--- config.mk ---
export PLATFORM = sky130hd
export DESIGN_NAME = mtg_seed_unit
export DESIGN_NICKNAME = d
export VERILOG_FILES = /design/src/rtl/mersenne_twister_generator_core_macros.svh /design/src/rtl/mtg_pkg.sv /design/src/rtl/mtg_seed_unit.sv
export SDC_FILE = /design/constraint.sdc
export NUM_CORES = 1
export LEC_CHECK = 0
export BUFFER_PORTS_ARGS = -buffer_cell sky130_fd_sc_hd__buf_2
export CAP_MARGIN = 20
export CORE_MARGIN = 2
export CORE_UTILIZATION = 30
export CTS_BUF_LIST = sky130_fd_sc_hd__clkbuf_16
export DETAILED_ROUTE_END_ITERATION = 16
export GPL_TIMING_DRIVEN = 0
export HOLD_SLACK_MARGIN = 0.02
export PLACE_DENSITY = 0.55
export SYNTH_ARGS = -nofsm -noshare
export SYNTH_HDL_FRONTEND = slang
export SYNTH_SLANG_ARGS = --single-unit
--- constraint.sdc ---
create_clock -name clk -period 6.51 [get_ports clk]
set_input_delay 0.9765 -clock clk [delete_from_list [all_inputs] [get_ports clk]]
set_output_delay 0.9765 -clock clk [all_outputs]
set_load 0.005 [all_outputs]
--- src/rtl/mersenne_twister_generator_core_macros.svh ---
// Assertion macros for the MT19937 generator core.
// Taken in by the top level; expects clk and rst_n in scope.
`ifndef MERSENNE_TWISTER_GENERATOR_CORE_MACROS_SVH
`define MERSENNE_TWISTER_GENERATOR_CORE_MACROS_SVH

// Same-cycle implication, checked outside reset.
`define MTG_ASSERT_NOW(label, ante, cons, msg) \
    label: assert property (@(posedge clk) disable iff (!rst_n) (ante) |-> (cons)) \
        else $error(msg);

// Next-cycle implication, checked outside reset.
`define MTG_ASSERT_NEXT(label, ante, cons, msg) \
    label: assert property (@(posedge clk) disable iff (!rst_n) (ante) |=> (cons)) \
        else $error(msg);

`endif

--- src/rtl/mtg_pkg.sv ---
// Shared constants and types for the MT19937 generator core.
// No dependencies.
`default_nettype none

package mtg_pkg;

    localparam int MTG_DEPTH_N = 624;
    localparam int MTG_IDX_W   = 10;

    localparam logic [MTG_IDX_W-1:0] MTG_DEPTH    = 10'd624;
    localparam logic [MTG_IDX_W-1:0] MTG_LAST     = 10'd623;
    localparam logic [MTG_IDX_W-1:0] MTG_UNSEEDED = 10'd625;
    localparam logic [MTG_IDX_W-1:0] MTG_OFFSET   = 10'd397;

    localparam logic [31:0] MTG_MATRIX   = 32'h9908_b0df;
    localparam logic [31:0] MTG_HIGH_BIT = 32'h8000_0000;
    localparam logic [31:0] MTG_LOW_BITS = 32'h7fff_ffff;
    localparam logic [31:0] MTG_TEMPER_B = 32'h9d2c_5680;
    localparam logic [31:0] MTG_TEMPER_C = 32'hefc6_0000;
    localparam logic [31:0] MTG_SEED_MUL = 32'd1812433253;
    localparam logic [31:0] MTG_DEF_SEED = 32'd5489;

    localparam logic OP_RESEED   = 1'b0;
    localparam logic OP_GENERATE = 1'b1;

    // One write into the state store.
    typedef struct packed {
        logic                 en;
        logic [MTG_IDX_W-1:0] addr;
        logic [31:0]          data;
    } mtg_wr_t;

    // Seeder status towards the sequencer.
    typedef struct packed {
        logic busy;
        logic last;
    } mtg_seed_stat_t;

endpackage

`default_nettype wire

--- src/rtl/mtg_seed_unit.sv ---
// Seeding datapath: runs the multiplier recurrence over the whole store.
// Depends on mtg_pkg.
`default_nettype none

module mtg_seed_unit
    import mtg_pkg::*;
(
    input  wire logic           clk,
    input  wire logic           rst_n,
    input  wire logic           start,
    input  wire logic [31:0]    seed,
    output mtg_wr_t             wr,
    output mtg_seed_stat_t      stat
);

    logic                 busy_reg, busy_next;
    logic                 phase_reg, phase_next;
    logic [MTG_IDX_W-1:0] idx_reg, idx_next;
    logic [31:0]          prev_reg, prev_next;
    logic [31:0]          prod_reg, prod_next;
    logic [31:0]          word;
    logic                 last;

    assign word = prod_reg + {{(32-MTG_IDX_W){1'b0}}, idx_reg};
    assign last = busy_reg && phase_reg && (idx_reg == MTG_LAST);

    always_comb
    begin
        busy_next  = busy_reg;
        phase_next = phase_reg;
        idx_next   = idx_reg;
        prev_next  = prev_reg;
        prod_next  = prod_reg;
        if (start)
        begin
            busy_next  = 1'b1;
            phase_next = 1'b0;
            idx_next   = {{(MTG_IDX_W-1){1'b0}}, 1'b1};
            prev_next  = seed;
        end
        else if (busy_reg)
        begin
            if (!phase_reg)
            begin
                // multiply stage, registered before the add
                prod_next  = MTG_SEED_MUL * (prev_reg ^ (prev_reg >> 30));
                phase_next = 1'b1;
            end
            else
            begin
                prev_next  = word;
                phase_next = 1'b0;
                if (last)
                    busy_next = 1'b0;
                else
                    idx_next = idx_reg + 1'b1;
            end
        end
    end

    always_ff @(posedge clk or negedge rst_n)
    begin
        if (!rst_n)
        begin
            busy_reg  <= 1'b0;
            phase_reg <= 1'b0;
            idx_reg   <= '0;
        end
        else
        begin
            busy_reg  <= busy_next;
            phase_reg <= phase_next;
            idx_reg   <= idx_next;
        end
    end

    always_ff @(posedge clk)
    begin
        prev_reg <= prev_next;
        prod_reg <= prod_next;
    end

    assign wr.en   = start || (busy_reg && phase_reg);
    assign wr.addr = start ? '0 : idx_reg;
    assign wr.data = start ? seed : word;

    assign stat.busy = busy_reg;
    assign stat.last = last;

endmodule

`default_nettype wire

; Yosys cells after proc, flatten, opt, wreduce, memory -nomap -nowiden
; Cells that the tools add are included.
[word_totals]
elab_cells = 37
ff_bits = 76
inputBits = 35
n_memories = 0
output_inout_bits = 45
mem_bits_rw = 0
latch_bits = 0
rom_bits = 0
[classes]
n_reduce_logical = 8
shifts = 0
bitwise_logic = 3
n_mul = 1
div = 0
order_cmp = 0
add_sub_neg = 2
eq_ne = 2
n_mux = 16
[op_table]
columns = op, n
row1 = $mux W32, 4
row2 = $mux W10, 5
row3 = $add A32 B10 Y32, 1
row4 = $mul A31 B32 Y32 const A, 1
row5 = $xor A32 B2 Y32, 1
row6 = $add A10 B1 Y10 const B, 1
row7 = $eq A10 B10 Y1 const B, 1
row8 = $mux W1, 7
row9 = $reduce_and A3 Y1, 2
row10 = $reduce_bool A2 Y1, 2
row11 = $logic_and A1 B1 Y1, 2
row12 = $ne A2 B2 Y1 const B, 1
row13 = $not A1 Y1, 2
row14 = $reduce_and A2 Y1, 1
row15 = $logic_or A1 B1 Y1, 1

; Logic depth before layout (Yosys ltp)
; Gate-level depths: netlist of run 1.
[depth]
ltp_word = 6
mapped_depth = 24
mapped_depth_nobuf = 24

; Worst setup path before layout of run 1
; No wires, ideal clock.
[synth_timing]
kind = register -> register
startpoint = reg prev_reg[31]
endpoint = reg prod_reg[31], data pin
arrival_time_ns = 6.414
required_time_ns = 6.250
setup_time_ns = 0.260
setup_slack_ns = -0.164
period_less_slack_ns = 6.674
path_stages_with_launch = 25
path_cell_list = edfxtp_1 xor2_1 xor2_1 ha_1 or2_2 ha_1 inv_1 fa_1 inv_1 ha_1 fa_1 fa_1 fa_1 inv_1 fa_1 inv_1 ha_1 a21o_1 a211oi_1 or4b_4 nor2_4 o311ai_2 o211ai_2 o21ai_1 xnor2_1
[synth_between]
elab_chain_cells = 2
[synth_lines]
columns = item, line_no
row1 = from (decl), mtg_seed_unit.sv:19  ; logic [31:0] prev_reg, prev_next;
row2 = from (signal assigned), mtg_seed_unit.sv:79  ; prev_reg <= prev_next;
row3 = $xor A32 B2 Y32, mtg_seed_unit.sv:46  ; prod_next = MTG_SEED_MUL * (prev_reg ^ (prev_reg >> 30));
row4 = $mul A31 B32 Y32, mtg_seed_unit.sv:46
row5 = to (signal assigned), mtg_seed_unit.sv:80  ; prod_reg <= prod_next;
row6 = to (decl), mtg_seed_unit.sv:20  ; logic [31:0] prod_reg, prod_next;
; No other way between the ends.
; A chain may end at the register's enable or synchronous reset.

; Worst setup path in the final report of run 1
[layout_timing]
startpoint = reg prev_reg[31]
endpoint = reg prod_reg[29], data pin
; The elaborated chain is that of the path after synthesis.

==> results of run 1 <==
cells in the mapped netlist, types with 7 or more instances:
cell type  count  area, um2
inv_1        262        983
ha_1         220       2750
fa_1         147       2940
edfxtp_1      64       1920
nand2_1       56        210
xnor2_1       54        473
nor2_1        36        135
xor2_1        27        236
o21ai_1       23        115
a21oi_1       22        110
nor2b_1       22        138
nand3_1       21        105
o21ai_0       15       75.1
a211oi_1      12       90.1
clkbuf_1      12       45.0
dfrtp_1       12        300
and3_1        10       62.6
a21o_1         9       67.6
nand2b_1       9       56.3
nand4_1        8       50.1
o21bai_1       7       52.6
or4_1          7       52.6
cells by family after synthesis:
group | count (synthesis)
adder cells (fa/ha/maj) | 367
buffers and inverters | 280
AND/OR/NAND/NOR | 192
AO/OA/AOI/OAI | 129
XOR/XNOR | 81
flip-flops | 76
multiplexers | 6
per-stage QoR:
stage	TNS [ns]	setup WS, ns
after floorplan	0	0.00848
after global placement	-7.87	-1.21
after detailed placement	-8.26	-1.25
after CTS	-0.643	-0.201
after global routing	-1.35	-0.322
final	-0.390	-0.125
timing repair:
item | CTS | global route
setup buffers | 35 | 12
endpoints found under the setup margin | 13 | 9
pin swaps | 16 | 13
resized for setup | 24 | 19
metal layers:
layer | global-route usage, % | part of all wire (%) | vias up
li1 | - | - | 3974
met1 | 21.7 | 47 | 4160
met2 | 26.3 | 47 | 180
met3 | 1.88 | 3.8 | 53
met4 | 4.23 | 2.4 | 0
met5 | 0 | 0 | -
layout make-up:
cell class	count	area share, %
Tap cell	518	4.75
Buffer	17	0.596
Clock inverter	5	0.193
Timing Repair Buffer	128	5.92
Multi-Input combinational cell	775	63.0
Sequential cell	76	16.3
Inverter	262	7.21
Clock buffer	11	2.02
path summary, 6_finish.rpt:
| path | startpoint | end | slack, ns |
|---|---|---|---|
| hold reg to reg | phase_reg$_DFFE_PN0P_ | phase_reg$_DFFE_PN0P_ | 0.58 |
| hold / removal | rst_n | idx_reg[9]$_DFFE_PN0P_ | 0.53 |
| setup reg to reg | prev_reg[31]$_DFFE_PP_ | prod_reg[29]$_DFFE_PP_ | -0.12 |
| max in group asynchronous | rst_n | idx_reg[0]$_DFFE_PN0P_ | 5.74 |
| setup / recovery | prev_reg[31]$_DFFE_PP_ | prod_reg[29]$_DFFE_PP_ | -0.12 |
| min in group clk | phase_reg$_DFFE_PN0P_ | phase_reg$_DFFE_PN0P_ | 0.58 |
==> summary by stage, run 1 <==
Critical path
The largest single stage delay on the critical path is 0.50 ns. The largest fanout on the critical path is 3. The endpoint kind of the worst setup timing path is a flop. Together, buffers and inverters on the worst path number 5. The classification of the worst setup path is flop to flop. The logic depth of the worst path, buffers included is 25. The cell family with the largest share of critical-path delay is adder cells. The worst setup path is launched from a flop. The data required time at the worst endpoint is 6.59 ns. The cell at the slowest stage of the critical path is fa_1.

Data arrives at the worst endpoint at 6.72 ns. Measured in cells, the most critical reg-to-reg path has a length of 25. The cell that appears most often on the critical path is fa_1.

Cells and area
From synthesis to final layout, the design area changed by 17.4%. For this run, the number of standard cells in the final layout without fillers is 1792. The leading cell type in the layout, fill and taps excluded is inv_1. After filler insertion, the fill cell instance count of the layout stands at 3914. At the end of the flow, the number of nets in the layout was 1671. The number of antenna diodes in the final layout is 0. The register area is 2220 um2. In the final layout, the multi-input gates occupy 8600 um2. In the final layout, the share of cells above drive strength 1 is around 15%. After routing the design area is 13600 um2. The share of the core filled with cells is 35.5%. The library cells used most frequently in the layout, excluding fill and tap cells, are 259 x inv_1, 209 x ha_1, 147 x fa_1.

Placement
Detailed placement ended at an HPWL of ~24000 um. The placed instances occupy a cell area of 12700 um2. The count of buffers inserted at the top-level ports is between 70 and 80.

Counting tap cells, the placed design contains a total of 1730 instances. At the end of routability-driven placement, the weighted congestion stood at between 0.8 and 0.9.

Clocking
In this run the number of H-tree levels came out at 3. In this run, post-CTS hold repair placed 0 buffers. In this run the deepest clock path goes through 2 buffers. The master cell of the clock root buffer is clkbuf_16.

Clock tree synthesis inserted a total of 9 buffers. The clock transition at the registers of the reported paths is around 0.060 ns. The CTS tree is done. The clock latency reported for the late side of the worst-skew pair is 0.34 ns.

The TritonCTS sink count is between 70 and 80.

GRT
The first global-routing pass estimated between 40000 and 50000 um of wire. The maximum number of pins on one net before global-route repair is 33. The number of antenna violations at the first check in global routing is 0. The final global-route overflow total is 0. The total global-route track usage is 15.8%. The number of global-route vias before repair is roughly 9k.

Route
The mean routed wirelength per cell is 17.1 um. In the routed design, unresolved DRC markers number 0. The detailed router's first-iteration violation count is just over 400. The sum of routed wire length over all layers is 30700 um. The remaining number of nets flagged by the antenna check after routing is 0. In the routed layout, each cell is associated on average with a via count of about 4.7. The first TritonRoute pass finished after 6 iterations. Detailed routing inserted a total of 8367 vias.

Logic synthesis
The number of instances in the synthesized netlist is 1131. After synthesis the cells add up to 11600 um2. Sequential cells were found to cover 19.1% of the synthesized design area. In the synthesized netlist, mux cells make up 0.549% of the area. After Yosys synthesis, full adders, half adders and majority gates account for 49.0% of the synthesized area. The synthesized-area fraction occupied by ao, oa, aoi and oai cells is 7.69%. In this run, synthesis inferred 64 flip-flops with an integrated enable. When the netlist entered floorplanning its net count stood at between 1.5k and 2k. For this run, the number of Yosys warnings is 0. The synthesized flop and latch total is 76. For this run, asynchronously set or reset flops after synthesis account for 15.8%. The post-synthesis xor/xnor area fraction is approximately 6%. Yosys mapped the design onto 61 distinct sky130hd cell types.

After Yosys synthesis, and, or, nand and nor cells account for 8.35% of the synthesized area. The commonest register cell after synthesis is edfxtp_1. In this run the mean area of a mapped cell was roughly 10 um2. After synthesis, the largest family of logic cells by area is adder cells.

Floorplan
The area enclosed by the die boundary is 40300 um2. The count of boundary I/O pins is 80. The floorplan has 72 rows. For this configuration, the core starts out at a cell density of between 30% and 40%. The die outline width is 201 um. The die is approximately 200 um tall. In this run the standard cell core region covers between 30000 and 40000 um2.

STA
The count of endpoints failing setup in the final report is 5. The number of slew-limit violations in the final report is 0. In the finished design, the share of the clock period the worst path needs comes to 102%. The final clock skew is 0.0116 ns. After layout, the worst setup slack is -0.125 ns. Across all hold checks on the routed design, the worst slack comes to approximately 0.53 ns. Setup repair after global routing could not meet its margin everywhere. Measured against its own limit, the worst slew margin works out to 38.3%. Timing would allow up to 151 MHz. Counting I/O delays and the setup requirement, the final critical path takes 6.63 ns.

The number of failing hold endpoints at the final stage came to 0. For the pin with the worst max-slew slack, the measured transition is 0.921 ns.

Status
The flow ran to the end, but the final reports show violations. The checks that failed: setup timing.

Worst hold path
The class of the tightest hold or removal check is input pin to async pin.

Flow run
The number of maximum-capacitance violations is 0.
Power of run 1 is not shown: default switching activity piles up to over one toggle a cycle in this logic, so the estimate is an artifact.
==> inputs of run 2 (changes only) <==
--- a/config.mk
+++ b/config.mk
@@ -13,7 +13,7 @@
 export DETAILED_ROUTE_END_ITERATION = 16
 export GPL_TIMING_DRIVEN = 0
 export HOLD_SLACK_MARGIN = 0.02
-export PLACE_DENSITY = 0.55
+export PLACE_DENSITY = 0.53
 export SYNTH_ARGS = -nofsm -noshare
 export SYNTH_HDL_FRONTEND = slang
 export SYNTH_SLANG_ARGS = --single-unit
==> constraint.sdc (replaced) <==
create_clock -name clk -period 7.6 [get_ports clk]
set_input_delay 1.14 -clock clk [delete_from_list [all_inputs] [get_ports clk]]
set_output_delay 1.14 -clock clk [all_outputs]
set_load 0.005 [all_outputs]
==> run 2 against run 1 <==
Effect of this change: the flow now finishes without violations; final cell count shrank 1.8%; largest cell class unchanged; design area decreased by 3.9%; sequential share of layout area up 0.66 points; maximum frequency fell by 9.6%; non-clock buffer count decreased by 32; via count shrank 2.9%; core utilization shrank 1.4 points; global-route usage decreased by 0.26 points; first-iteration DRC count is 3.2% lower.
==> summary by stage, run 2 (synthesis results as in run 1) <==
STA
The number of failing hold endpoints at the final stage is 0. For the pin with the worst max-slew slack, the measured transition is slightly above 1 ns. Setup repair after global routing left no endpoint under its margin. The number of slew-limit violations in the final report was 0. On the final layout, the worst hold slack is between 0.5 and 0.6 ns. The smallest setup slack after layout is 0.263 ns. The shortest period the worst path allows is 7.34 ns.

The final worst-path cycle share is 96.5%. Static timing analysis puts the maximum clock frequency at 136 MHz. The worst pin sits at a relative slew slack of 31.2%. The final clock skew is 0.0156 ns.

Setup violations remaining at the end of the flow were counted as 0.

Placement
After legalization and detailed placement, the total HPWL measured 24800 um. Before CTS, the worst setup slack after placement is -0.136 ns. The count of buffers inserted at the top-level ports is 78.

The placer's final routability congestion estimate is 0.797.

GRT
The final global-route overflow total is 0. Entering global routing, the biggest net connects 33 pins. The first global-routing pass estimated 48400 um of wire.

The number of antenna violations at the first check in global routing is 0. The number of global-route vias before repair is roughly 8.8k. The total global-route track usage is 15.5%.

Route
The first detailed-routing pass ran for 4 iterations. Dividing the detail-routed wire length by the instance count gives about 17 um. Using the TritonRoute via totals, the vias-per-cell ratio works out to 4.62. After detailed routing, the number of remaining DRC violations is 0. After detailed routing, the total wire length is 29800 um.

The detailed router's first-iteration violation count is between 300 and 400. The remaining number of nets flagged by the antenna check after routing is 0. The detailed router placed 8123 vias in this run.

Cells and area
The diode insertion count for antenna repair is 0. For this run, the share of the core covered by cells in the final layout is 34.1%. The library cell used most frequently in the layout, excluding fill and tap cells, is inv_1.

The post-synthesis to final-layout area growth is 12.9%. Leaving out fill and tap cells, the most frequent cells in the layout are 263 x inv_1, 220 x ha_1, 147 x fa_1. The fill cell instance count of the final layout is between 3k and 4k. The net total in the final layout is 1639. Cells with a size suffix above 1 make up 10.9% of the layout.

Floorplan
After floorplanning, the core was divided into 72 placement rows. During I/O placement, the number of pins put on the boundary was 80. The die is between 200 and 250 um wide. The initial utilization of the core area, before any placement, comes to 30.2%. The die covers 40300 um2.

From bottom edge to top edge, the die measures about 200 um. The core region is 38500 um2.

Critical path
The classification of the worst setup path is flop to flop. The worst setup path is captured at a flop. The worst setup path startpoint is prev_reg[31]$_DFFE_PP_.

The critical path capture point is prod_reg[31]$_DFFE_PP_. Of all nets on the critical path, the largest fanout is 7. The data arrival time of the worst path is 7.42 ns. The setup check on the worst reg-to-reg path leaves a slack of 0.26 ns.

The kind of start point of the critical path is a flop. Data on the critical path is required at its endpoint by about 7.7 ns. The number of cells on the worst reg-to-reg path is 25. The reg-to-reg critical path endpoint is prod_reg[31]$_DFFE_PP_. The worst register-to-register path begins at prev_reg[31]$_DFFE_PP_.

Worst hold path
The class of the tightest hold or removal check is flop to flop. Counting instances, the worst hold path has a depth of 2.

Clocking
Clock tree synthesis inserted a total of 9 buffers. TritonCTS built the clock tree. The clock passes through at most 2 buffers. Clock-pin slew was measured on the worst setup and hold paths at 0.06 ns. The CTS H-tree depth is 3. The clock net in this run drives a total of 76 sinks. The master cell of the clock root buffer is clkbuf_16. After clock tree synthesis, the flow added hold-fix buffers numbering 0. The clock latency reported for the late side of the worst-skew pair is between 0.3 and 0.4 ns.

Status
The run finished with clean final reports.

Flow run
Across the run, the number of max-cap violations was 0.
==> run 2: cell count changes in the layout (fill, tap and decap cells not counted), moves of 2 or more <==
cell and delta:
inv_1 +4, inv_4 +2, clkbuf_16 -2, o21ai_2 -2
buf_6 -4, ha_1 +11, ha_4 -10, a211oi_2 -2
a211oi_1 +2, inv_2 -5, o21ai_1 +2, buf_4 -28
xor2_4 -2
==> run 2: timing repair <==
action                     4_1_cts  5_1_grt
resized for setup                2        3
gates cloned                     0        0
pin swaps                        0        0
buffers inserted                 0       13
setup endpoints to repair        3        3
==> run 2: cell type report <==
class                   instances  area, um2  share of cell area, %
plain buffers                  18       85.1                  0.649
clock inverters                 7       42.5                  0.324
clock buffers                   9        225                   1.72
flip-flops and latches         76       2220                   16.9
multi-input cells             775       8380                   63.9
well taps                     518        648                   4.94
repair buffers                 95        533                   4.06
inverters                     262        983                   7.50
==> run 2: how the worst min path moves through the flow <==
| stage | from | slack, ns | to |
|---|---|---|---|
| 3_5_place_dp | phase_reg$_DFFE_PN0P_ | 0.57 | phase_reg$_DFFE_PN0P_ |
| 3_3_place_gp | phase_reg$_DFFE_PN0P_ | 0.55 | phase_reg$_DFFE_PN0P_ |
| 5_1_grt | phase_reg$_DFFE_PN0P_ | 0.64 | phase_reg$_DFFE_PN0P_ |
| 4_1_cts | phase_reg$_DFFE_PN0P_ | 0.59 | phase_reg$_DFFE_PN0P_ |
| 6_report | phase_reg$_DFFE_PN0P_ | 0.58 | phase_reg$_DFFE_PN0P_ |
| 2_1_floorplan | phase_reg$_DFFE_PN0P_ | 0.52 | phase_reg$_DFFE_PN0P_ |
==> run 2: metal layers <==
metal  part of all wire, %  up-vias  GRT usage [%]  routed length (um)
met5                     0        -              0                   0
met4                  0.83        0           2.43                 246
met3                   2.5       19           1.43                 743
met2                    49      119           26.8               14600
met1                    48     4081           21.5               14200
li1                      -     3904              -                   -
==> run 2: through the flow <==
step / instances / cell area (um2) / setup TNS [ns]
5_1_grt: 1760 / 13100 / 0
2_1_floorplan: 1131 / 11600 / 0
3_3_place_gp: 1727 / 12700 / -2.87
3_5_place_dp: 1731 / 12700 / -0.287
6_report: 1760 / 13100 / 0
4_1_cts: 1747 / 13000 / 0
==> run 2: worst max-delay path: stages (launching register included) <==
cell and delay (ns):
edfxtp_1 0.48, xor2_2 0.27, buf_4 0.24, xor2_2 0.21
ha_1 0.25, or2_2 0.29, ha_1 0.27, inv_1 0.05
fa_1 0.49, inv_1 0.05, ha_1 0.18, fa_1 0.49
fa_1 0.52, fa_1 0.50, inv_1 0.05, fa_1 0.48
inv_1 0.05, ha_1 0.34, a21o_1 0.19, a211oi_2 0.26
or4b_4 0.50, nor2_4 0.16, o311ai_2 0.22, o211ai_2 0.25
o21ai_1 0.13, xnor2_1 0.14
Power of run 2 is left out for the same reason.
