## src/rtl/mersenne_twister_generator_core_macros.svh

```systemverilog
// Assertion macros for the MT19937 generator core.
// Taken in by the top level; expects clk and rst_n in scope.
`ifndef MERSENNE_TWISTER_GENERATOR_CORE_MACROS_SVH
`define MERSENNE_TWISTER_GENERATOR_CORE_MACROS_SVH

// Same-cycle implication, checked outside reset.
`define MTG_ASSERT_NOW(label, ante, cons, msg) \
    label: assert property (@(posedge clk) disable iff (!rst_n) (ante) |-> (cons)) \
        else $error(msg);

// Next-cycle implication, checked outside reset.
`define MTG_ASSERT_NEXT(label, ante, cons, msg) \
    label: assert property (@(posedge clk) disable iff (!rst_n) (ante) |=> (cons)) \
        else $error(msg);

`endif

```

## src/rtl/mtg_pkg.sv

```systemverilog
// Shared constants and types for the MT19937 generator core.
// No dependencies.
`default_nettype none

package mtg_pkg;

    localparam int MTG_DEPTH_N = 624;
    localparam int MTG_IDX_W   = 10;

    localparam logic [MTG_IDX_W-1:0] MTG_DEPTH    = 10'd624;
    localparam logic [MTG_IDX_W-1:0] MTG_LAST     = 10'd623;
    localparam logic [MTG_IDX_W-1:0] MTG_UNSEEDED = 10'd625;
    localparam logic [MTG_IDX_W-1:0] MTG_OFFSET   = 10'd397;

    localparam logic [31:0] MTG_MATRIX   = 32'h9908_b0df;
    localparam logic [31:0] MTG_HIGH_BIT = 32'h8000_0000;
    localparam logic [31:0] MTG_LOW_BITS = 32'h7fff_ffff;
    localparam logic [31:0] MTG_TEMPER_B = 32'h9d2c_5680;
    localparam logic [31:0] MTG_TEMPER_C = 32'hefc6_0000;
    localparam logic [31:0] MTG_SEED_MUL = 32'd1812433253;
    localparam logic [31:0] MTG_DEF_SEED = 32'd5489;

    localparam logic OP_RESEED   = 1'b0;
    localparam logic OP_GENERATE = 1'b1;

    // One write into the state store.
    typedef struct packed {
        logic                 en;
        logic [MTG_IDX_W-1:0] addr;
        logic [31:0]          data;
    } mtg_wr_t;

    // Seeder status towards the sequencer.
    typedef struct packed {
        logic busy;
        logic last;
    } mtg_seed_stat_t;

endpackage

`default_nettype wire

```

## src/rtl/mtg_out_stage.sv

```systemverilog
// Output register with tempering of the raw state word.
// Depends on mtg_pkg.
`default_nettype none

module mtg_out_stage
    import mtg_pkg::*;
(
    input  wire logic           clk,
    input  wire logic           rst_n,
    input  wire logic           load,
    input  wire logic [31:0]    word,
    output logic                blocked,
    output logic                out_valid,
    input  wire logic           out_stall,
    output logic [31:0]         value
);

    logic        valid_reg, valid_next;
    logic [31:0] value_reg;
    logic [31:0] t1, t2, t3, t4;

    always_comb
    begin
        t1 = word ^ (word >> 11);
        t2 = t1 ^ ((t1 << 7) & MTG_TEMPER_B);
        t3 = t2 ^ ((t2 << 15) & MTG_TEMPER_C);
        t4 = t3 ^ (t3 >> 18);
    end

    assign blocked = valid_reg && out_stall;

    always_comb
    begin
        valid_next = valid_reg;
        if (load)
            valid_next = 1'b1;
        else if (valid_reg && !out_stall)
            valid_next = 1'b0;
    end

    always_ff @(posedge clk or negedge rst_n)
    begin
        if (!rst_n)
            valid_reg <= 1'b0;
        else
            valid_reg <= valid_next;
    end

    always_ff @(posedge clk)
    begin
        if (load)
            value_reg <= t4;
    end

    assign out_valid = valid_reg;
    assign value     = value_reg;

endmodule

`default_nettype wire
```

## config.mk

```make
export PLATFORM = sky130hd
export DESIGN_NAME = mtg_out_stage
export DESIGN_NICKNAME = d
export VERILOG_FILES = /design/src/rtl/mersenne_twister_generator_core_macros.svh /design/src/rtl/mtg_pkg.sv /design/src/rtl/mtg_out_stage.sv
export SDC_FILE = /design/constraint.sdc
export NUM_CORES = 1
export LEC_CHECK = 0
export ABC_AREA = 0
export BUFFER_PORTS_ARGS = -buffer_cell sky130_fd_sc_hd__buf_2
export CELL_PAD_IN_SITES_DETAIL_PLACEMENT = 1
export CELL_PAD_IN_SITES_GLOBAL_PLACEMENT = 2
export CORE_MARGIN = 3
export CORE_UTILIZATION = 33
export CTS_CLUSTER_DIAMETER = 100
export DETAILED_ROUTE_END_ITERATION = 10
export PLACE_DENSITY_LB_ADDON = 0.1
export SETUP_SLACK_MARGIN = 0.1
export SLEW_MARGIN = 25
export SYNTH_ARGS = -nofsm -noshare
export SYNTH_HDL_FRONTEND = slang
export SYNTH_SLANG_ARGS = --single-unit
```

## constraint.sdc

```tcl
create_clock -name clk -period 2.89 [get_ports clk]
set_clock_uncertainty 0.2 [all_clocks]
set_input_delay 0.4335 -clock clk [delete_from_list [all_inputs] [get_ports clk]]
set_output_delay 0.4335 -clock clk [all_outputs]
set_load 0.02 [all_outputs]
```

After elaboration in Yosys (flattened, before gate mapping)
Cells that the tools add are included.
{ "op_classes": {"n_mux": 2, "n_bitwise": 4, "reduce_logical": 4} }
{ "ops": {"columns": ["operator", "n"], "rows": [
  ["$xor 32x32->32", 2],
  ["$xor 32x14->32", 1],
  ["$xor 32x21->32", 1],
  ["$logic_and 1x1->1", 2],
  ["$mux 1", 2],
  ["$reduce_bool 2->1", 1],
  ["$logic_not 1->1", 1]
]} }
{ "totals": {"ff_bits": 33, "word_cells": 12} }

Longest topological paths before layout
Gate-level depths: netlist of the first run.
{ "depth": {"ltp_word": 4, "depth_mapped": 3} }

Least setup slack after synthesis of the first run
No wires, ideal clock.
{ "synth_path": {"path_kind": "input -> register", "from": "in word[22]", "to": "reg value_reg[0], in the netlist value[0] (data pin)", "t_arrival_ps": 1222, "t_required_ps": 2428, "path_slack_ps": 1205, "cell_stages": 3, "n_path_buf": 0, "path_cell_list": "xnor2_2 -> xnor3_1 -> xnor2_1"} }
{ "synth_via": {"elab_chain_cells": 4} }
{ "synth_lines": {"columns": ["item", "line", "source"], "rows": [
  ["from (decl)", "mtg_out_stage.sv:11", "input wire logic [31:0] word,"],
  ["$xor 32x21->32", "mtg_out_stage.sv:24", "t1 = word ^ (word >> 11);"],
  ["$xor 32x32->32", "mtg_out_stage.sv:25", "t2 = t1 ^ ((t1 << 7) & MTG_TEMPER_B);"],
  ["$xor 32x32->32", "mtg_out_stage.sv:26", "t3 = t2 ^ ((t2 << 15) & MTG_TEMPER_C);"],
  ["via t3[18]", "mtg_out_stage.sv:20", "logic [31:0] t1, t2, t3, t4;"],
  ["$xor 32x14->32", "mtg_out_stage.sv:27", "t4 = t3 ^ (t3 >> 18);"],
  ["via t4[0]", "mtg_out_stage.sv:20", null],
  ["to (signal assigned)", "mtg_out_stage.sv:52", "value_reg <= t4;"],
  ["to (decl)", "mtg_out_stage.sv:19", "logic [31:0] value_reg;"]
]} }
The timed path passes the listed nets, and every way through them passes these cells.
A chain may end at the register's enable or synchronous reset.

Worst setup path in the final report of the first run
Ends and elaborated chain as after synthesis.

==> impl_results.md, run 1 <==
- Status: completed
- Io pins: 70
- Syn avg cell area: 17.4 sq um
- VDD IR-drop max: about 0.27 mV
- Post-synthesis mux area share: 0%
- Total track usage: between 10% and 20%
- Area of placed instances: between 2000 and 2500 sq um
- Unrepaired setup endpoints after global routing: no
- Synthesized cell area: 1620 sq um
- Total wire length: 3080 microns
- Vias in the first global route: 1064
- Die Wd: around 76 microns
- DP HPWL: 2460 microns
- Die Ht: 76.1 microns
- Lkg Pwr: 0.000900 uW
- Residual DRC: 0
- Worst setup EP type: flip-flop
- Sw power: 422 uW
- Die area: approximately 5800 sq um
- Finished Cell Area: 2130 sq um
- Clk sinks: 33
- Final setup vio count: 0
- Commonest non-fill, non-tap cell in the layout: buf_2
- Rel. slew slack: 50.4%
- Warnings, synthesis: 0
- Vias: 962
- Initial core utilization: 35.7%
- Pint: 990 uW
- Synth Net Count: 129
- Clock tree buffer depth: 2
- RR Endpoint: out_valid$_DFFE_PN0P_
- CTS buffer count: 5
- HP Class: input port to asynchronous set/reset pin
- # fillers: 484
- Final Slew Violations: 0
- Synth Instances: 93
- CTS resizes: 0
- Area of the core: 4530 sq um
- Layout cells sized above 1: 46.5%
- Clk root buf: clkbuf_8
- Cell Count, Final, Fillers Out: around 240
- Clk pwr share: 22.3%
- Power per standard cell area: around 660 nW/um^2
- Overall power: 1410 uW
- Combinational Power Share: around 31%
- Largest net degree at the start of global routing: 34
- Global-route wire length before repair: 4970 microns
- Row count: 24
- Period minus WS final: between 1.5 and 2 ns
- Iter 0 DRT Violations: 29
- Worst R2R Start: out_valid$_DFFE_PN0P_
- CP max FO: 4
- Final nets: 206
- Reg-to-reg slack, setup: 1.80 ns
- Tcrit/Tclk final: 57.3%
- Area Overhead vs Synth: 31.7%
- Slew of the pin with the lowest slew margin: between 0.7 and 0.8 ns
- Simple-gate area share of the yosys netlist: 0.772%
- Crit path DAT: 1.47 ns
- Initial antenna violation count: 0
- Final Wtd Congestion: 0.687
- Critical path class: input port to flip-flop
- Sw Share: 29.9%
- Max Cap Viol: 0
- Worst Reg-to-Reg Cells: 2
- Compound-cell area share of the yosys netlist: 0%
- ANT nets after route: 0
- Yosys reg bits: 33
- Pre-antenna DRT Iters: 2
- Synth Area in Adders: 0%
- Sum Neg Setup Slack: 0 ns
- Grt ovf: 0
- Max reg flops: 32
- Final core utilization: a little under half
- Port bufs: between 60 and 70
- Clock-pin slew on the worst setup and hold paths: 0.06 ns
- CTS tree: built
- Placed insts: 227
- F_max: 604 MHz
- Critical Path RT: 2.70 ns
- ANT cells: 0
- Drt wl/cell: 13.1 microns
- Sequential fraction of design power: 46.7%
- Most frequent cells in the layout: 69 x buf_2, 32 x xnor2_1, 32 x edfxtp_1
- Nature of the critical path startpoint: input port
- Post-synthesis xor/xnor area fraction: 38.4%
- Largest family of logic cells by synthesized area: XOR/XNOR gates
- H-tree Lvls: 2
- Via density: 4.09
- Sequential fraction of the synthesis area: about 61%
- Library cells used by synthesis: 10
- Fin. Hold Viols: 0
- Clock Latency Late Sink: about 0.27 ns
## per-layer routing
metal	vias up	part of all wire (%)	global-route usage, %
met4	0	1.0	3.80
met2	41	50	19.1
met5	-	0	0
li1	470	-	-
met3	5	10	5.32
met1	446	39	11.2
## area by class of cell
class	instances	area (sq um)	share of cell area, %
clock buffer	6	72.6	3.40
clock inverter	1	3.75	0.176
multi-input combinational	60	634	29.7
sequential	33	986	46.2
tap	65	81.3	3.81
timing repair buffer	70	355	16.7
## worst max-delay path by stage
stage | start | to | slack, ns
after floorplan | word[22] | value[0]$_DFFE_PP_ | 1.21
after global placement | word[22] | value[0]$_DFFE_PP_ | 0.96
after detailed placement | word[22] | value[0]$_DFFE_PP_ | 0.92
after CTS | word[22] | value[0]$_DFFE_PP_ | 1.22
after global routing | word[22] | value[0]$_DFFE_PP_ | 1.19
final | word[22] | value[0]$_DFFE_PP_ | 1.23
## through the flow
stage	worst slack, ns	hold slack, ns
floorplan	1.21	-0.0621
global placement	0.962	0.00795
detailed placement	0.925	0.00941
CTS	1.22	0.255
global route	1.19	0.262
finish	1.23	0.268
## cells in the mapped netlist
master | n | area, sq um
or2_2 | 1 | 6.26
xor2_2 | 1 | 16.3
and2_1 | 1 | 6.26
dfrtp_1 | 1 | 25.0
xnor2_2 | 3 | 48.8
xor2_1 | 16 | 140
xor3_1 | 1 | 23.8
xnor3_1 | 5 | 113
xnor2_1 | 32 | 280
edfxtp_1 | 32 | 961
## worst max-delay path: stages
cell and delay [ns]:
buf_2 0.11, xnor2_2 0.28, xnor3_1 0.49, xnor2_1 0.15
## power groups by stage
| stage | registers (uW) | clock network (uW) | logic, uW |
|---|---|---|---|
| floorplan | 788 | 0 | 174 |
| global placement | 669 | 0 | 435 |
| detailed placement | 671 | 0 | 445 |
| CTS | 661 | 328 | 447 |
| global route | 669 | 350 | 470 |
| finish | 659 | 316 | 438 |
## repair_timing
action | 4_1_cts | 5_1_grt
hold buffers | 1 | 0
setup buffers | 0 | 0
setup endpoints to repair | 0 | 0
endpoints found under the hold margin | 1 | 0
## cells by family after synthesis
kind of cell,Yosys count
XOR/XNOR,58
flip-flops,33
AND/OR/NAND/NOR,2
Power figures use the tool's default switching activity.
==> inputs of run 2 (changes only) <==
- CORE_UTILIZATION: 33 -> 28
- clock period: 2.89 -> 1.4 ns (I/O delays scaled with it)
==> run 2 against run 1 <==
  * Worst hold slack lost 0.25 ns
  * Sequential cell count unchanged
  * Combinational power increased by 130%
  * Largest power group unchanged
  * Wire length is 14% higher
  * Sequential share of layout area decreased by 6.2 points
  * Worst setup slack lost 1.2 ns
  * Via count rose by 12%
  * Die area up 16%
  * Highest routed layer unchanged
  * Critical path type is now flip-flop to output pin
  * Largest cell class unchanged
  * Register-to-register slack worse by 1.5 ns
  * Sequential power rose by 110%
  * Clock power grew to 3.0 times the previous value
  * Count of clock-buffer cells in the layout up 1
==> impl_results.md, run 2 (synthesis results as in run 1) <==
- # fillers: 608 (+26%)
- Clock Latency Late Sink: 0.28 ns (about the same)
- Largest net degree at the start of global routing: 19 (-44%)
- Port bufs: 69 (unchanged)
- Die Wd: 82.1 microns (+7.9%)
- Clock-pin slew on the worst setup and hold paths: 0.07 ns (about the same)
- CP bufs+invs: 1 (unchanged)
- Max Cap Viol: 0 (unchanged)
- Vias in the first global route: 1115 (+4.8%)
- Io pins: 70 (unchanged)
- VDD IR-drop max: 0.451 mV (+67%)
- Layout cells sized above 1: 57.1% (+11 points)
- Clk root buf: clkbuf_8
- Kind of cell adding the most delay to the critical path: flip-flops
- Status: completed
- ANT cells: 0 (unchanged)
- Lkg Pwr: 0.00108 uW (+19%)
- Crit path DAT: 0.92 ns (-0.55 ns)
- Initial antenna violation count: 0 (unchanged)
- Final nets: 231 (+12%)
- Commonest non-fill, non-tap cell in the layout: buf_2
- Total track usage: 11.3% (+0.45 points)
- F_max: about 750 MHz
- Final Wtd Congestion: 0.645 (-6.1%)
- Overall power: 3330 uW (+140%)
- Fin. Hold Viols: 0 (unchanged)
- Final Slew Violations: 0 (unchanged)
- Nature of the critical path startpoint: flip-flop
- Residual DRC: 0 (unchanged)
- Global-route wire length before repair: 5330 microns (+7.2%)
- DP HPWL: 2850 microns (+16%)
- Via density: 4.01 (-2.1%)
- Clock tree buffer depth: 2 (unchanged)
- CTS tree: built
- Vias: 1074 (+12%)
- Area of placed instances: 2300 sq um (+12%)
- H-tree Lvls: 2 (unchanged)
- Worst setup EP type: output pin
- Critical path class: flip-flop to output pin
- Hold Slack: 0.0216 ns (-0.246 ns)
- Rel. slew slack: 75.5% (+25 points)
- Area of the core: 5540 sq um (+22%)
- Clk sinks: 33 (unchanged)
- Pre-antenna DRT Iters: 4 (+2)
- CP max FO: 2 (-2)
- Tcrit/Tclk final: ~95%
- CTS buffer count: 5 (unchanged)
- Finished Cell Area: 2460 sq um (+15%)
- Power per standard cell area: 1350 nW/um^2 (+100%)
- Unrepaired setup endpoints after global routing: yes
- Max reg flops: 32 (unchanged)
- Grt ovf: 0 (unchanged)
- CP max stage cell: dfrtp_1
- Slew of the pin with the lowest slew margin: 0.366 ns (-0.377 ns)
- ANT nets after route: 0 (unchanged)
- CP cell instances: and2_4 -> buf_6
- Die area: 6740 sq um (+16%)
- Worst Reg-to-Reg Cells: 2 (unchanged)
- Final setup vio count: 0 (unchanged)
- Initial core utilization: 29.2% (-6.5 points)
- Area Overhead vs Synth: 51.9%
- Row count: 27 (+13%)
- Die Ht: 82.1 microns (+7.9%)
- Most frequent cells in the layout: 68 x buf_2, 32 x edfxtp_1, 28 x xnor2_1
- Critical Path RT: 0.99 ns (-1.71 ns)
- Period minus WS final: around 1.3 ns
- Setup bufs post-CTS: 0 (unchanged)
- RR Endpoint: out_valid$_DFFE_PN0P_
- Iter 0 DRT Violations: 55 (+90%)
- Worst path max stage delay: 0.37 ns (-0.12 ns)
- Worst R2R Start: out_valid$_DFFE_PN0P_
- Drt wl/cell: 13.1 microns (-0.29%)
- Reg-to-reg slack, setup: 0.31 ns (-1.49 ns)
- Total wire length: 3510 microns (+14%)
- HP Class: input port to asynchronous set/reset pin
-- run 2: changes by cell type in the layout (fill, tap and decap cells not counted), sizes merged --
cell and delta:
buf +24, bufinv +1, clkbuf +1, clkinv -1, dlygate4sd3 +1
-- run 2: stage by stage --
step / TNS (ns) / utilization, % / setup WS (ns) / instances
floorplan: 0 / - / 0.0115 / 93
global placement: -1.18 / 41.5 / -0.139 / 258
detailed placement: -1.61 / 41.5 / -0.200 / 258
CTS: 0 / 44.2 / 0.0447 / 268
global route: 0 / 44.4 / 0.0239 / 268
finish: 0 / 44.4 / 0.0672 / 268
-- run 2: per-layer routing --
| layer | GRT usage [%] | wire (microns) | vias to the layer above |
|---|---|---|---|
| li1 | - | - | 517 |
| met1 | 11.5 | 1270 | 509 |
| met2 | 20.4 | 1920 | 41 |
| met3 | 4.61 | 263 | 7 |
| met4 | 4.49 | 59 | 0 |
| met5 | 0 | 0 | - |
-- run 2: worst max-delay path by stage --
| stage | from | endpoint | slack, ns | cells after the start |
|---|---|---|---|---|
| after detailed placement | word[14] | value[0]$_DFFE_PP_ | -0.20 | 4 |
| final | out_valid$_DFFE_PN0P_ | blocked | 0.07 | 2 |
| after floorplan | word[9] | value[24]$_DFFE_PP_ | 0.01 | 3 |
| after global placement | word[18] | value[0]$_DFFE_PP_ | -0.14 | 4 |
| after CTS | out_valid$_DFFE_PN0P_ | blocked | 0.04 | 2 |
| after global routing | out_valid$_DFFE_PN0P_ | blocked | 0.02 | 2 |
-- run 2: where the power goes --
| part | internal (uW) | total, uW | leakage, uW | switching (uW) |
|---|---|---|---|---|
| clock network | 580 | 941 | 0.0000585 | 361 |
| logic | 476 | 1020 | 0.000693 | 547 |
| registers | 1330 | 1370 | 0.000324 | 39.9 |
| total | 2380 | 3330 | 0.00108 | 947 |
-- run 2: timing repair --
item,4_1_cts,5_1_grt
hold endpoints to repair,2,0
setup endpoints to repair,1,3
hold buffers,2,0
gates resized for setup,3,2
-- run 2: area by class of cell --
class / count / area (sq um) / share of cell area (%)
Clock buffer: 7 / 86.3 / 3.51
Tap cell: 72 / 90.1 / 3.66
Sequential cell: 33 / 986 / 40.1
Multi-Input combinational cell: 60 / 704 / 28.6
Clock inverter: 1 / 30.0 / 1.22
Timing Repair Buffer: 95 / 564 / 22.9
==> inputs of run 3 (changes only) <==
- CORE_UTILIZATION: 28 -> 31
- clock period: 1.4 -> 1.5 ns (I/O delays scaled with it)
==> run 3 against run 2 <==
  * Non-clock buffer count decreased by 6
  * Die area decreased by 9.0%
  * Sequential share of layout area increased by 2.2 points
  * Register-to-register slack improved by 0.11 ns
  * Count of clock-buffer cells in the layout decreased by 1
  * Sequential cell count unchanged
  * Combinational power decreased by 9%
  * Worst hold slack improved by 0.034 ns
  * Design area decreased by 5.2%
  * Largest cell class unchanged
  * Highest routed layer unchanged
==> impl_results.md, run 3 (synthesis results as in run 1) <==
- Critical Path RT: 1.07 ns (+0.08 ns)
- Clock-pin slew on the worst setup and hold paths: 0.07 ns (about the same)
- Via density: 4.06 (+1.4%)
- Clk root buf: clkbuf_8
- RR Endpoint: out_valid$_DFFE_PN0P_
- CTS buffer count: 5 (unchanged)
- ANT cells: 0 (unchanged)
- Final setup vio count: 0 (unchanged)
- Setup bufs post-CTS: 0 (unchanged)
- HP Class: input port to asynchronous set/reset pin
- H-tree Lvls: 2 (unchanged)
- Iter 0 DRT Violations: 19 (-65%)
- Fin. Hold Viols: 0 (unchanged)
- Final WS setup: 0.146 ns (+0.0789 ns)
- # fillers: 539 (-11%)
- Clock Latency Late Sink: 0.27 ns (about the same)
- Rel. slew slack: 79.2% (+3.7 points)
- Critical path class: flip-flop to output pin
- Final Slew Violations: 0 (unchanged)
- Lkg Pwr: 0.00102 uW (-5.5%)
- Worst R2R Start: out_valid$_DFFE_PN0P_
- Max Cap Viol: 0 (unchanged)
- Status: completed
- Tcrit/Tclk final: between 90% and 100%
- Area of the core: 4880 sq um (-12%)
- Reg-to-reg slack, setup: 0.42 ns (+0.11 ns)
- Sum Neg Setup Slack: 0 ns (unchanged)
- Final nets: 225 (-2.6%)
- Global-route wire length before repair: 5260 microns (-1.2%)
- Pre-antenna DRT Iters: 4 (unchanged)
- CP max FO: 2 (unchanged)
- Crit path DAT: 0.93 ns (about the same)
- F_max: 739 MHz
- ANT nets after route: 0 (unchanged)
- Placed insts: 248 (-3.9%)
- Reg area: 986 sq um (unchanged)
- Slew of the pin with the lowest slew margin: 0.311 ns (-0.0555 ns)
- Nature of the critical path startpoint: flip-flop
- Initial core utilization: 33.2% (+4.0 points)
- Layout cells sized above 1: 53.7% (-3.5 points)
- Unrepaired setup endpoints after global routing: no
- VDD IR-drop max: 0.612 mV (+36%)
- Residual DRC: 0 (unchanged)
- Total track usage: 11.1% (-0.24 points)
- CP max stage cell: dfrtp_1
- Most frequent cells in the layout: 68 x buf_2, 32 x edfxtp_1, 31 x xnor2_1
- Clk sinks: 33 (unchanged)
- Vias: 1044 (-2.8%)
- Io pins: 70 (unchanged)
- Row count: 25 (-7.4%)
- Final Wtd Congestion: 0.682 (+5.8%)
- Area of placed instances: 2240 sq um (-2.8%)
- Power per standard cell area: 1220 nW/um^2 (-10%)
- Initial antenna violation count: 0 (unchanged)
- Largest net degree at the start of global routing: 20 (+1)
- Die Wd: 78.3 microns (-4.6%)
- Finished Cell Area: 2330 sq um (-5.2%)
- Total wire length: 3290 microns (-6.3%)
- Die Ht: 78.3 microns (-4.6%)
- Worst path max stage delay: 0.37 ns (about the same)
- Area occupied by multi-input gates: 656 sq um (-6.9%)
- Die area: 6130 sq um (-9.0%)
- Max reg flops: 32 (unchanged)
- Vias in the first global route: 1147 (+2.9%)
- DP HPWL: 2680 microns (-6.0%)
- CTS tree: built
- Area Overhead vs Synth: 44.0%
- CP cell instances: and2_4 -> buf_4
- Worst setup EP type: output pin
- Clock tree buffer depth: 2 (unchanged)
- Pre-CTS setup slack: -0.105 ns (+0.0950 ns)
- Port bufs: 69 (unchanged)
- Cell Count, Final, Fillers Out: 257 (-4.1%)
- Grt ovf: 0 (unchanged)
- Drt wl/cell: 12.8 microns (-2.3%)
- Period minus WS final: 1.35 ns
- Commonest non-fill, non-tap cell in the layout: buf_2
- Worst Reg-to-Reg Cells: 2 (unchanged)
==> run 3: final cells by class <==
class | instances | area share (%)
well taps | 67 | 3.59
clock inverters | 2 | 0.429
flip-flops and latches | 33 | 42.3
repair buffers | 89 | 22.5
multi-input cells | 60 | 28.1
clock buffers | 6 | 3.11
==> run 3: timing repair <==
item                       in CTS  in global routing
hold endpoints to repair        1                  0
setup endpoints to repair       0                  1
hold buffers                    1                  0
resized for setup               0                  2
==> run 3: worst max-delay path: cells and delay by family, from the launching register on <==
family,cells,cell delay (ns)
DFF,1,0.37
and+or+nand+nor,1,0.14
buffers and inverters,1,0.15
==> run 3: worst max-delay path by stage <==
stage,start,endpoint,slack (ns),cells after the start
6_report,out_valid$_DFFE_PN0P_,blocked,0.15,2
5_1_grt,out_valid$_DFFE_PN0P_,blocked,0.10,2
4_1_cts,out_valid$_DFFE_PN0P_,blocked,0.12,2
3_5_place_dp,word[9],value[24]$_DFFE_PP_,-0.11,4
3_3_place_gp,word[14],value[0]$_DFFE_PP_,-0.06,4
2_1_floorplan,word[9],value[24]$_DFFE_PP_,0.1,3
==> run 3: layer usage <==
metal  GRT usage [%]  vias to the layer above  part of all wire, %
met3            3.78                        2                  8.7
met2            21.3                       39                   55
met5               0                        -                    0
li1                -                      510                    -
met4            2.62                        0                 0.46
met1            11.4                      493                   36
==> run 3: where the power goes <==
| group | switching (uW) | internal (uW) |
|---|---|---|
| sequential | 38.1 | 1240 |
| combinational | 498 | 431 |
| clock | 311 | 321 |
| total | 847 | 1990 |
==> run 3: through the flow <==
step	hold WS (ns)	util, %	total power, uW
3_3_place_gp	-0.201	45.8	2210
5_1_grt	0.0517	47.8	2990
3_5_place_dp	-0.199	45.8	2240
4_1_cts	0.0356	47.7	2890
2_1_floorplan	-0.271	-	1860
6_report	0.0553	47.8	2840
